## config.mk

```make
export PLATFORM = sky130hd
export DESIGN_NAME = xor_checked_frame_filter_core_flat
export DESIGN_NICKNAME = d
export VERILOG_FILES = /design/src/rtl/xcff_pkg.sv /design/src/rtl/xcff_if.sv /design/src/rtl/xcff_frame_ram.sv /design/src/rtl/xor_checked_frame_filter_core.sv /design/src/flat_wrapper.sv
export SDC_FILE = /design/constraint.sdc
export NUM_CORES = 1
export LEC_CHECK = 0
export BUFFER_PORTS_ARGS = -buffer_cell sky130_fd_sc_hd__buf_2
export CORE_UTILIZATION = 25
export DETAILED_ROUTE_END_ITERATION = 12
export GPL_TIMING_DRIVEN = 0
export PLACE_DENSITY = 0.36
export RECOVER_POWER = 100
export SLEW_MARGIN = 25
export SYNTH_ARGS = -nofsm -noshare
export SYNTH_HDL_FRONTEND = slang
export SYNTH_HIERARCHICAL = 1
export SYNTH_SLANG_ARGS = --single-unit
```

## constraint.sdc

```tcl
create_clock -name clock -period 5.48 [get_ports clock]
set_input_delay 1.096 -clock clock [delete_from_list [all_inputs] [get_ports clock]]
set_output_delay 1.096 -clock clock [all_outputs]
set_load 0.01 [all_outputs]
```

## src/rtl/xcff_pkg.sv

```systemverilog
// xcff_pkg: shared types and constants of the xor checked frame filter.
// Register indexes, reset values and result status codes.
// No dependencies.
`timescale 1ns / 1ps

package xcff_pkg;

   // configuration register indexes
   localparam logic [1:0] CSR_HEADER_BYTE    = 2'd0;
   localparam logic [1:0] CSR_FRAME_LENGTH   = 2'd1;
   localparam logic [1:0] CSR_PREFIX_COUNT   = 2'd2;
   localparam logic [1:0] CSR_PREFIX_PATTERN = 2'd3;

   localparam int CSR_INDEX_W = 2;
   localparam int CSR_DATA_W  = 24;

   // register reset values
   localparam logic [7:0]  HEADER_BYTE_RESET    = 8'h92;
   localparam logic [6:0]  FRAME_LENGTH_RESET   = 7'd35;
   localparam logic [1:0]  PREFIX_COUNT_RESET   = 2'd3;
   localparam logic [23:0] PREFIX_PATTERN_RESET = 24'h02020F;

   // shortest frame: header and checksum
   localparam int MIN_FRAME = 2;

   // result status codes
   typedef logic [1:0] status_type;
   localparam status_type STATUS_GOOD     = 2'd0;
   localparam status_type STATUS_PREFIX   = 2'd1;
   localparam status_type STATUS_CHECKSUM = 2'd2;

endpackage

```

## src/rtl/xcff_if.sv

```systemverilog
// xcff channel interfaces: received bytes, frame results, configuration writes.
// Valid/ready handshake; depends on xcff_pkg for payload widths.
`timescale 1ns / 1ps

interface xcff_req_if;
   logic       valid;
   logic       ready;
   logic [7:0] rx_byte;

   modport source (output valid, output rx_byte, input ready);
   modport sink   (input valid, input rx_byte, output ready);
endinterface

interface xcff_rsp_if;
   logic                  valid;
   logic                  ready;
   logic [7:0]            frame_byte;
   xcff_pkg::status_type  status;
   logic                  last;

   modport source (output valid, output frame_byte, output status, output last,
                   input ready);
   modport sink   (input valid, input frame_byte, input status, input last,
                   output ready);
endinterface

interface xcff_csr_if;
   logic                            valid;
   logic                            ready;
   logic [xcff_pkg::CSR_INDEX_W-1:0] index;
   logic [xcff_pkg::CSR_DATA_W-1:0]  data;

   modport source (output valid, output index, output data, input ready);
   modport sink   (input valid, input index, input data, output ready);
endinterface

```

## src/rtl/xcff_frame_ram.sv

```systemverilog
// xcff_frame_ram: frame byte store, one write and one registered read port.
// Read data is registered and appears in the cycle after the read enable. No dependencies.
`timescale 1ns / 1ps

module xcff_frame_ram #(
   parameter int DEPTH  = 64,
   parameter int ADDR_W = 6
) (
   input  logic              clock,
   input  logic              wr_en,
   input  logic [ADDR_W-1:0] wr_addr,
   input  logic [7:0]        wr_data,
   input  logic              rd_en,
   input  logic [ADDR_W-1:0] rd_addr,
   output logic [7:0]        rd_data
);

   logic [7:0] mem [DEPTH];
   logic [7:0] rd_data_ff;

   // store a byte
   always_ff @(posedge clock) begin
      if (wr_en) begin
         mem[wr_addr] <= wr_data;
      end
   end

   // registered read, holds between reads
   always_ff @(posedge clock) begin
      if (rd_en) begin
         rd_data_ff <= mem[rd_addr];
      end
   end

   assign rd_data = rd_data_ff;

endmodule

```

## src/rtl/xor_checked_frame_filter_core.sv

```systemverilog
// xor_checked_frame_filter_core: fixed-length frame receiver with XOR checksum.
// Input: one byte per cycle while collecting; a completing byte waits for a free output
// register, then gives an error result in the next cycle or starts store readout.
// Readout: each byte passes a store read state, then an output load state that waits
// for a free output register; input is held off until the readout ends.
// Reset (synchronous): config registers take reset values, counters clear; no payload reset or store sweep.
`timescale 1ns / 1ps

module xor_checked_frame_filter_core #(
   parameter int MAX_FRAME = 64
) (
   input  logic   clock,
   input  logic   reset,
   xcff_req_if.sink   req_ch,
   xcff_rsp_if.source rsp_ch,
   xcff_csr_if.sink   csr_ch
);

   localparam int IW = (MAX_FRAME > 2) ? $clog2(MAX_FRAME) : 1;
   localparam int CW = $clog2(MAX_FRAME + 1);

   localparam logic [1:0] ST_IDLE = 2'd0;
   localparam logic [1:0] ST_READ = 2'd1;
   localparam logic [1:0] ST_LOAD = 2'd2;

   // configuration registers
   logic [7:0]  header_ff;
   logic [6:0]  length_ff;
   logic [1:0]  pcount_ff;
   logic [23:0] pattern_ff;

   // frame state
   logic [1:0]    state_ff, state_in;
   logic [IW-1:0] count_ff, count_in;
   logic [7:0]    xor_ff, xor_in;
   logic          pbad_ff, pbad_in;
   logic [IW-1:0] rd_ptr_ff, rd_ptr_in;
   logic [IW-1:0] last_idx_ff, last_idx_in;

   // output register
   logic                 rsp_valid_ff, rsp_valid_in;
   logic [7:0]           rsp_byte_ff, rsp_byte_in;
   xcff_pkg::status_type rsp_status_ff, rsp_status_in;
   logic                 rsp_last_ff, rsp_last_in;

   logic [8:0]    len9;
   logic [CW-1:0] len_eff;
   logic [CW-1:0] cnt_plus;
   logic [8:0]    count9;
   logic          completes;
   logic          out_free;
   logic          req_xfer;
   logic          drop;
   logic          pos_ok;
   logic [7:0]    pat_byte;
   logic          bad_now;
   logic          wr_en;
   logic          rd_en;
   logic [7:0]    rd_data;
   xcff_pkg::status_type done_status;

   // configuration writes
   assign csr_ch.ready = 1'b1;

   always_ff @(posedge clock) begin
      if (reset) begin
         header_ff  <= xcff_pkg::HEADER_BYTE_RESET;
         length_ff  <= xcff_pkg::FRAME_LENGTH_RESET;
         pcount_ff  <= xcff_pkg::PREFIX_COUNT_RESET;
         pattern_ff <= xcff_pkg::PREFIX_PATTERN_RESET;
      end else if (csr_ch.valid) begin
         case (csr_ch.index)
            xcff_pkg::CSR_HEADER_BYTE:    header_ff  <= csr_ch.data[7:0];
            xcff_pkg::CSR_FRAME_LENGTH:   length_ff  <= csr_ch.data[6:0];
            xcff_pkg::CSR_PREFIX_COUNT:   pcount_ff  <= csr_ch.data[1:0];
            xcff_pkg::CSR_PREFIX_PATTERN: pattern_ff <= csr_ch.data[23:0];
            default: ;
         endcase
      end
   end

   // clamp the frame length between the shortest frame and the store size
   always_comb begin
      if ({2'b00, length_ff} < 9'(xcff_pkg::MIN_FRAME)) begin
         len9 = 9'(xcff_pkg::MIN_FRAME);
      end else if ({2'b00, length_ff} > 9'(MAX_FRAME)) begin
         len9 = 9'(MAX_FRAME);
      end else begin
         len9 = {2'b00, length_ff};
      end
   end

   assign len_eff   = CW'(len9);
   assign cnt_plus  = CW'(count_ff) + CW'(1);
   assign count9    = 9'(count_ff);
   assign completes = (cnt_plus >= len_eff);
   assign out_free  = !rsp_valid_ff || rsp_ch.ready;

   // a completing byte may need the output register at once
   assign req_ch.ready = (state_ff == ST_IDLE) && (!completes || out_free);
   assign req_xfer     = req_ch.valid && req_ch.ready;
   assign drop         = (count_ff == '0) && (req_ch.rx_byte != header_ff);

   // prefix compare for bytes one to prefix_count
   assign pos_ok = (count9 != 9'd0) && (count9 <= {7'd0, pcount_ff});

   always_comb begin
      case (count9[1:0])
         2'd1:    pat_byte = pattern_ff[23:16];
         2'd2:    pat_byte = pattern_ff[15:8];
         default: pat_byte = pattern_ff[7:0];
      endcase
   end

   assign bad_now = pbad_ff || (pos_ok && (pat_byte != req_ch.rx_byte));

   always_comb begin
      if (bad_now) begin
         done_status = xcff_pkg::STATUS_PREFIX;
      end else if (xor_ff != req_ch.rx_byte) begin
         done_status = xcff_pkg::STATUS_CHECKSUM;
      end else begin
         done_status = xcff_pkg::STATUS_GOOD;
      end
   end

   assign wr_en = req_xfer && !drop;
   assign rd_en = (state_ff == ST_READ);

   // collect, check, then sequence the readout
   always_comb begin
      state_in      = state_ff;
      count_in      = count_ff;
      xor_in        = xor_ff;
      pbad_in       = pbad_ff;
      rd_ptr_in     = rd_ptr_ff;
      last_idx_in   = last_idx_ff;
      rsp_valid_in  = rsp_valid_ff && !rsp_ch.ready;
      rsp_byte_in   = rsp_byte_ff;
      rsp_status_in = rsp_status_ff;
      rsp_last_in   = rsp_last_ff;
      case (state_ff)
         ST_IDLE: begin
            if (wr_en) begin
               if (!completes) begin
                  count_in = IW'(cnt_plus);
                  xor_in   = xor_ff ^ req_ch.rx_byte;
                  pbad_in  = bad_now;
               end else begin
                  count_in = '0;
                  xor_in   = 8'd0;
                  pbad_in  = 1'b0;
                  if (done_status != xcff_pkg::STATUS_GOOD) begin
                     rsp_valid_in  = 1'b1;
                     rsp_byte_in   = 8'd0;
                     rsp_status_in = done_status;
                     rsp_last_in   = 1'b1;
                  end else begin
                     state_in    = ST_READ;
                     rd_ptr_in   = '0;
                     last_idx_in = count_ff;
                  end
               end
            end
         end
         ST_READ: begin
            state_in = ST_LOAD;
         end
         ST_LOAD: begin
            if (out_free) begin
               rsp_valid_in  = 1'b1;
               rsp_byte_in   = rd_data;
               rsp_status_in = xcff_pkg::STATUS_GOOD;
               rsp_last_in   = (rd_ptr_ff == last_idx_ff);
               if (rd_ptr_ff == last_idx_ff) begin
                  state_in = ST_IDLE;
               end else begin
                  rd_ptr_in = rd_ptr_ff + IW'(1);
                  state_in  = ST_READ;
               end
            end
         end
         default: begin
            state_in = ST_IDLE;
         end
      endcase
   end

   // control registers
   always_ff @(posedge clock) begin
      if (reset) begin
         state_ff     <= ST_IDLE;
         count_ff     <= '0;
         xor_ff       <= 8'd0;
         pbad_ff      <= 1'b0;
         rd_ptr_ff    <= '0;
         last_idx_ff  <= '0;
         rsp_valid_ff <= 1'b0;
      end else begin
         state_ff     <= state_in;
         count_ff     <= count_in;
         xor_ff       <= xor_in;
         pbad_ff      <= pbad_in;
         rd_ptr_ff    <= rd_ptr_in;
         last_idx_ff  <= last_idx_in;
         rsp_valid_ff <= rsp_valid_in;
      end
   end

   // result payload
   always_ff @(posedge clock) begin
      rsp_byte_ff   <= rsp_byte_in;
      rsp_status_ff <= rsp_status_in;
      rsp_last_ff   <= rsp_last_in;
   end

   assign rsp_ch.valid      = rsp_valid_ff;
   assign rsp_ch.frame_byte = rsp_byte_ff;
   assign rsp_ch.status     = rsp_status_ff;
   assign rsp_ch.last       = rsp_last_ff;

   xcff_frame_ram #(
      .DEPTH  (MAX_FRAME),
      .ADDR_W (IW)
   ) u_frame_ram (
      .clock   (clock),
      .wr_en   (wr_en),
      .wr_addr (count_ff),
      .wr_data (req_ch.rx_byte),
      .rd_en   (rd_en),
      .rd_addr (rd_ptr_ff),
      .rd_data (rd_data)
   );

   // readout never runs past the last stored byte
   a_ptr_in_frame: assert property (@(posedge clock) disable iff (reset)
      (state_ff != ST_IDLE) |-> (rd_ptr_ff <= last_idx_ff))
      else $error("readout pointer beyond frame end");

   // frame counters stay clear during readout
   a_clear_in_readout: assert property (@(posedge clock) disable iff (reset)
      (state_ff != ST_IDLE) |-> (count_ff == '0 && xor_ff == 8'd0 && !pbad_ff))
      else $error("frame state not cleared during readout");

   // loading the final byte ends the readout with last set
   a_last_ends_readout: assert property (@(posedge clock) disable iff (reset)
      (state_ff == ST_LOAD && out_free && rd_ptr_ff == last_idx_ff)
      |=> (state_ff == ST_IDLE && rsp_valid_ff && rsp_last_ff))
      else $error("final byte did not end readout");

   // an error result carries a zero byte and last
   a_error_form: assert property (@(posedge clock) disable iff (reset)
      (rsp_valid_ff && rsp_status_ff != xcff_pkg::STATUS_GOOD)
      |-> (rsp_byte_ff == 8'd0 && rsp_last_ff))
      else $error("malformed error result");

endmodule
```

## src/flat_wrapper.sv

```systemverilog
// flat-port wrapper written by rule: the top's interface ports become plain ports
module xor_checked_frame_filter_core_flat 
#(
   parameter int MAX_FRAME = 64
)
  (clock, reset, req_ch_valid, req_ch_rx_byte, req_ch_ready, rsp_ch_valid, rsp_ch_frame_byte, rsp_ch_status, rsp_ch_last, rsp_ch_ready, csr_ch_valid, csr_ch_index, csr_ch_data, csr_ch_ready);
  xcff_req_if req_ch_i ();
  xcff_rsp_if rsp_ch_i ();
  xcff_csr_if csr_ch_i ();
  input  logic clock;
  input  logic reset;
  input wire logic [$bits(req_ch_i.valid)-1:0] req_ch_valid;
  input wire logic [$bits(req_ch_i.rx_byte)-1:0] req_ch_rx_byte;
  output wire logic [$bits(req_ch_i.ready)-1:0] req_ch_ready;
  output wire logic [$bits(rsp_ch_i.valid)-1:0] rsp_ch_valid;
  output wire logic [$bits(rsp_ch_i.frame_byte)-1:0] rsp_ch_frame_byte;
  output wire logic [$bits(rsp_ch_i.status)-1:0] rsp_ch_status;
  output wire logic [$bits(rsp_ch_i.last)-1:0] rsp_ch_last;
  input wire logic [$bits(rsp_ch_i.ready)-1:0] rsp_ch_ready;
  input wire logic [$bits(csr_ch_i.valid)-1:0] csr_ch_valid;
  input wire logic [$bits(csr_ch_i.index)-1:0] csr_ch_index;
  input wire logic [$bits(csr_ch_i.data)-1:0] csr_ch_data;
  output wire logic [$bits(csr_ch_i.ready)-1:0] csr_ch_ready;
  assign req_ch_i.valid = req_ch_valid;
  assign req_ch_i.rx_byte = req_ch_rx_byte;
  assign req_ch_ready = req_ch_i.ready;
  assign rsp_ch_valid = rsp_ch_i.valid;
  assign rsp_ch_frame_byte = rsp_ch_i.frame_byte;
  assign rsp_ch_status = rsp_ch_i.status;
  assign rsp_ch_last = rsp_ch_i.last;
  assign rsp_ch_i.ready = rsp_ch_ready;
  assign csr_ch_i.valid = csr_ch_valid;
  assign csr_ch_i.index = csr_ch_index;
  assign csr_ch_i.data = csr_ch_data;
  assign csr_ch_ready = csr_ch_i.ready;
  xor_checked_frame_filter_core #(.MAX_FRAME(MAX_FRAME)) u_core (.clock(clock), .reset(reset), .req_ch(req_ch_i), .rsp_ch(rsp_ch_i), .csr_ch(csr_ch_i));
endmodule
```

==> impl_metrics.xml <==
<?xml version="1.0" encoding="UTF-8"?>
<metrics>
  <group name="synth">
    <metric name="synth_top_area_frac" unit="">0.652</metric>
    <metric name="yosysTopAreaCell" unit="">edfxtp_1</metric>
    <metric name="ys_warn_count" unit="">6</metric>
    <metric name="synth_seq_area_share" unit="">0.710</metric>
    <metric name="post_synth.cell_area_avg" unit="um^2">17.3</metric>
    <metric name="synth-seq-cells" unit="">602</metric>
    <metric name="synth_area" unit="mm^2">0.0244</metric>
    <metric name="synth_nets" unit="">1465</metric>
    <metric name="yosys_most_used_dff" unit="">edfxtp_1</metric>
    <metric name="synth_common_cells" unit="">edfxtp_1, mux4_2, nor2_1</metric>
    <metric name="synth_cell_type_count" unit="">64</metric>
    <metric name="synth_area_leaders" unit="">edfxtp_1, mux4_2, dfxtp_1</metric>
    <metric name="most_common_cell_in_the_netlist" unit="">edfxtp_1</metric>
    <metric name="post_synth_inst_count" unit="">1412</metric>
    <metric name="synth_async_sr_flop_share" unit="">0</metric>
    <metric name="synth-edff-count" unit="">531</metric>
  </group>
  <group name="worst_setup_path">
    <metric name="startpoint_type" unit="">flip-flop</metric>
    <metric name="crit_buf_inv" unit="">1</metric>
    <metric name="cpLargestDelayFamily" unit="">simple AND/OR/NAND/NOR gates</metric>
    <metric name="timing.critical_path.slowest_cell_delay" unit="ns">1.02</metric>
    <metric name="worstPathArrival" unit="ns">5.66</metric>
    <metric name="worst-endpoint-required" unit="ns">5.72</metric>
    <metric name="standard_cell_with_the_maximum_stage_delay_on_the_critical_path" unit="">nor2_1</metric>
    <metric name="crit_top_cell" unit="">nand3_1</metric>
    <metric name="worstPathCellList" unit="">nand3_1 -&gt; nor3_1 -&gt; xor2_1 -&gt; ha_1 -&gt; nand4_1 -&gt; and3_1 -&gt; o21ai_1 -&gt; a211oi_2 -&gt; buf_4 -&gt; nor2b_1 -&gt; nand3_1 -&gt; nor2_1</metric>
    <metric name="setup_cp_type" unit="">reg2reg</metric>
    <metric name="worst-path-max-fanout" unit="">14</metric>
    <metric name="critPathCaptureType" unit="">flip-flop</metric>
  </group>
  <group name="drt">
    <metric name="vias" unit="">13280</metric>
    <metric name="final_routed_wirelength" unit="um">73600</metric>
    <metric name="drt_first_iter_violations" unit="">1014</metric>
    <metric name="drt-pass1-iter-count" unit="">5</metric>
    <metric name="post_drt_via_cell_ratio" unit="">4.63</metric>
    <metric name="drc" unit="">0</metric>
    <metric name="wl_per_cell" unit="um">25.7</metric>
    <metric name="ant_nets" unit="">0</metric>
  </group>
  <group name="hold_path">
    <metric name="hold_path.class" unit="">reg2reg</metric>
  </group>
  <group name="status">
    <metric name="run_status" unit="">complete, no violations</metric>
  </group>
  <group name="die">
    <metric name="die_x_extent" unit="um">315</metric>
    <metric name="floorplan.die.height" unit="um">315</metric>
    <metric name="num_io_pins" unit="">53</metric>
    <metric name="floorplan.initialDensity" unit="">0.252</metric>
    <metric name="core" unit="mm^2">0.0969</metric>
    <metric name="rows" unit="">114</metric>
    <metric name="die-area" unit="mm^2">0.0990</metric>
  </group>
  <group name="sta">
    <metric name="max_clock_freq" unit="GHz">0.185</metric>
    <metric name="share_of_the_clock_period_used_by_the_worst_path_after_layout" unit="">0.988</metric>
    <metric name="worst_pin_slew" unit="ns">1.29</metric>
    <metric name="final.min_clock_period" unit="ns">5.41</metric>
    <metric name="finalClockSkew" unit="ns">0.0285</metric>
    <metric name="final_hold_viol_count" unit="">0</metric>
    <metric name="max_slew_margin" unit="">0.142</metric>
    <metric name="finalSetupViolCount" unit="">0</metric>
    <metric name="unrepaired_setup_endpoints_after_global_routing" unit="">yes</metric>
    <metric name="final.hold.worst_slack" unit="ns">0.457</metric>
    <metric name="pins_over_their_slew_limit" unit="">0</metric>
  </group>
  <group name="global_routing">
    <metric name="grt_max_degree" unit="">66</metric>
    <metric name="grt.total_usage" unit="">0.150</metric>
    <metric name="grt_antenna_before_repair" unit="">3</metric>
    <metric name="gr-total-overflow" unit="">0</metric>
    <metric name="first_pass_grt_wire_length" unit="um">104000</metric>
    <metric name="first_global_vias" unit="">13722</metric>
  </group>
  <group name="power_and_ir_drop">
    <metric name="report.power.total" unit="mW">10.2</metric>
    <metric name="p_per_area" unit="mW/mm^2">355</metric>
    <metric name="cellLeakagePower" unit="nW">8.78</metric>
    <metric name="power.ir.vdd_worst" unit="uV">193</metric>
  </group>
  <group name="place">
    <metric name="i_o_buffers" unit="">50</metric>
    <metric name="post-place-cells" unit="">2742</metric>
    <metric name="place.gp.congestion" unit="">0.760</metric>
    <metric name="dp_hpwl" unit="um">48100</metric>
  </group>
  <group name="cells_and_area">
    <metric name="n_fill_cell" unit="">9543</metric>
    <metric name="nets" unit="">1593</metric>
    <metric name="insertedDiodeCount" unit="">0</metric>
    <metric name="area_growth" unit="%">17.5</metric>
    <metric name="drive_gt1_frac" unit="">0.226</metric>
    <metric name="finalCoreUtilization" unit="">0.297</metric>
    <metric name="stdcell_count" unit="">2867</metric>
  </group>
  <group name="clocking">
    <metric name="clock_path_buffers" unit="">3</metric>
    <metric name="number_of_setup_buffers_added_after_cts" unit="">0</metric>
    <metric name="cts_buffers" unit="">72</metric>
    <metric name="cts_h_tree_depth" unit="">3</metric>
    <metric name="clock_insertion_delay_worst_skew" unit="ns">0.63</metric>
    <metric name="cts_tree" unit="">yes</metric>
    <metric name="cts-root-buf" unit="">clkbuf_16</metric>
    <metric name="cts_repair_resize_count" unit="">0</metric>
    <metric name="path_clk_slew" unit="ns">0.06</metric>
    <metric name="count_of_hold_buffers_inserted_by_post_cts_repair" unit="">0</metric>
    <metric name="clkSinkCount" unit="">602</metric>
  </group>
  <group name="job">
    <metric name="max-cap-violations" unit="">0</metric>
  </group>
</metrics>
-- layout by cell type (no fill, tap or decap), types with 14 or more instances in the layout --
cell type and count:
nor2b_1 18, ha_1 14, xor2_1 26, nand2_1 103, clkbuf_16 74, buf_2 41, mux4_2 126, buf_4 25
nand3_1 26, mux2i_1 46, edfxtp_1 531, a21oi_1 37, nand2b_1 18, xnor2_1 18, nor2_1 86, nor2_2 22
clkbuf_1 67, dfxtp_1 71
-- final cells by class --
| type | count | area, um^2 | share of cell area |
|---|---|---|---|
| Sequential cell | 602 | 17400 | 0.604 |
| Tap cell | 1276 | 1600 | 0.0556 |
| Clock buffer | 87 | 1930 | 0.0672 |
| Multi-Input combinational cell | 717 | 6660 | 0.232 |
| Timing Repair Buffer | 54 | 284 | 0.00989 |
| Clock inverter | 38 | 383 | 0.0133 |
| Inverter | 9 | 33.8 | 0.00118 |
| Buffer | 84 | 480 | 0.0167 |
-- worst register-to-register path: cells and delay by family (launching register included) --
kind / cells / cell delay (ns)
XOR/XNOR: 1 / 0.25
adder cells (fa/ha/maj): 1 / 0.31
flip-flops: 1 / 0.73
buffers and inverters: 1 / 0.24
AND/OR/NAND/NOR: 7 / 2.86
AO/OA/AOI/OAI: 2 / 0.66
-- path summary, 6_finish.rpt --
check / from / endpoint / slack (ns) / cells past startpoint
max: u_core/count_ff[0] / u_core/u_frame_ram/mem[46][0] / 0.07 / 12
min: u_core/pattern_ff[10] / u_core/pattern_ff[10] / 0.46 / 2
max reg2reg: u_core/count_ff[0] / u_core/u_frame_ram/mem[46][0] / 0.07 / 12
min reg2reg: u_core/pattern_ff[10] / u_core/pattern_ff[10] / 0.46 / 2
-- cell families (layout without fill, tap and decap cells) --
family / Yosys count / count (layout) / synth area share
flip-flops: 602 / 602 / 0.710
AND/OR/NAND/NOR: 339 / 339 / 0.0657
multiplexers: 185 / 185 / 0.141
AO/OA/AOI/OAI: 132 / 132 / 0.0375
buffers and inverters: 93 / 272 / 0.0212
XOR/XNOR: 46 / 46 / 0.0171
adder cells (fa/ha/maj): 14 / 14 / 0.00716
other: 1 / 1 / 0.000153
-- routing by layer --
layer  global-route usage  part of all wire
met3               0.0289             0.041
met4               0.0525             0.032
met1                0.205              0.46
met5                    0                 0
met2                0.239              0.47
-- flip-flops by register name, summed over array words and instances (netlist names) --
register	count
u_core/count_ff	6
u_core/header_ff	8
u_core/last_idx_ff	6
u_core/length_ff	7
u_core/pattern_ff	24
u_core/pbad_ff	1
u_core/pcount_ff	2
u_core/rd_ptr_ff	6
u_core/rsp_ch.frame_byte	8
u_core/rsp_ch.last	1
u_core/rsp_ch.status	2
u_core/rsp_ch.valid	1
u_core/state_ff	2
u_core/u_frame_ram/mem	512
u_core/u_frame_ram/rd_data	8
u_core/xor_ff	8
-- report_power, final --
group          switching [mW]  leakage, nW  internal, mW
Combinational           0.282         2.28         0.122
Clock                    1.91         1.14          2.79
Sequential             0.0402         5.36          5.04
-- through the flow --
stage | instance area (um^2) | setup TNS [ns] | setup slack (ns)
global route | 28700 | -4.15 | -0.139
global placement | 26300 | -616.64 | -1.51
detailed placement | 26400 | -17.62 | -0.267
floorplan | 24400 | 0 | 1.65
CTS | 28700 | 0 | 0.119
finish | 28700 | 0 | 0.0679
Note: power is estimated with default switching activity, not from simulation.
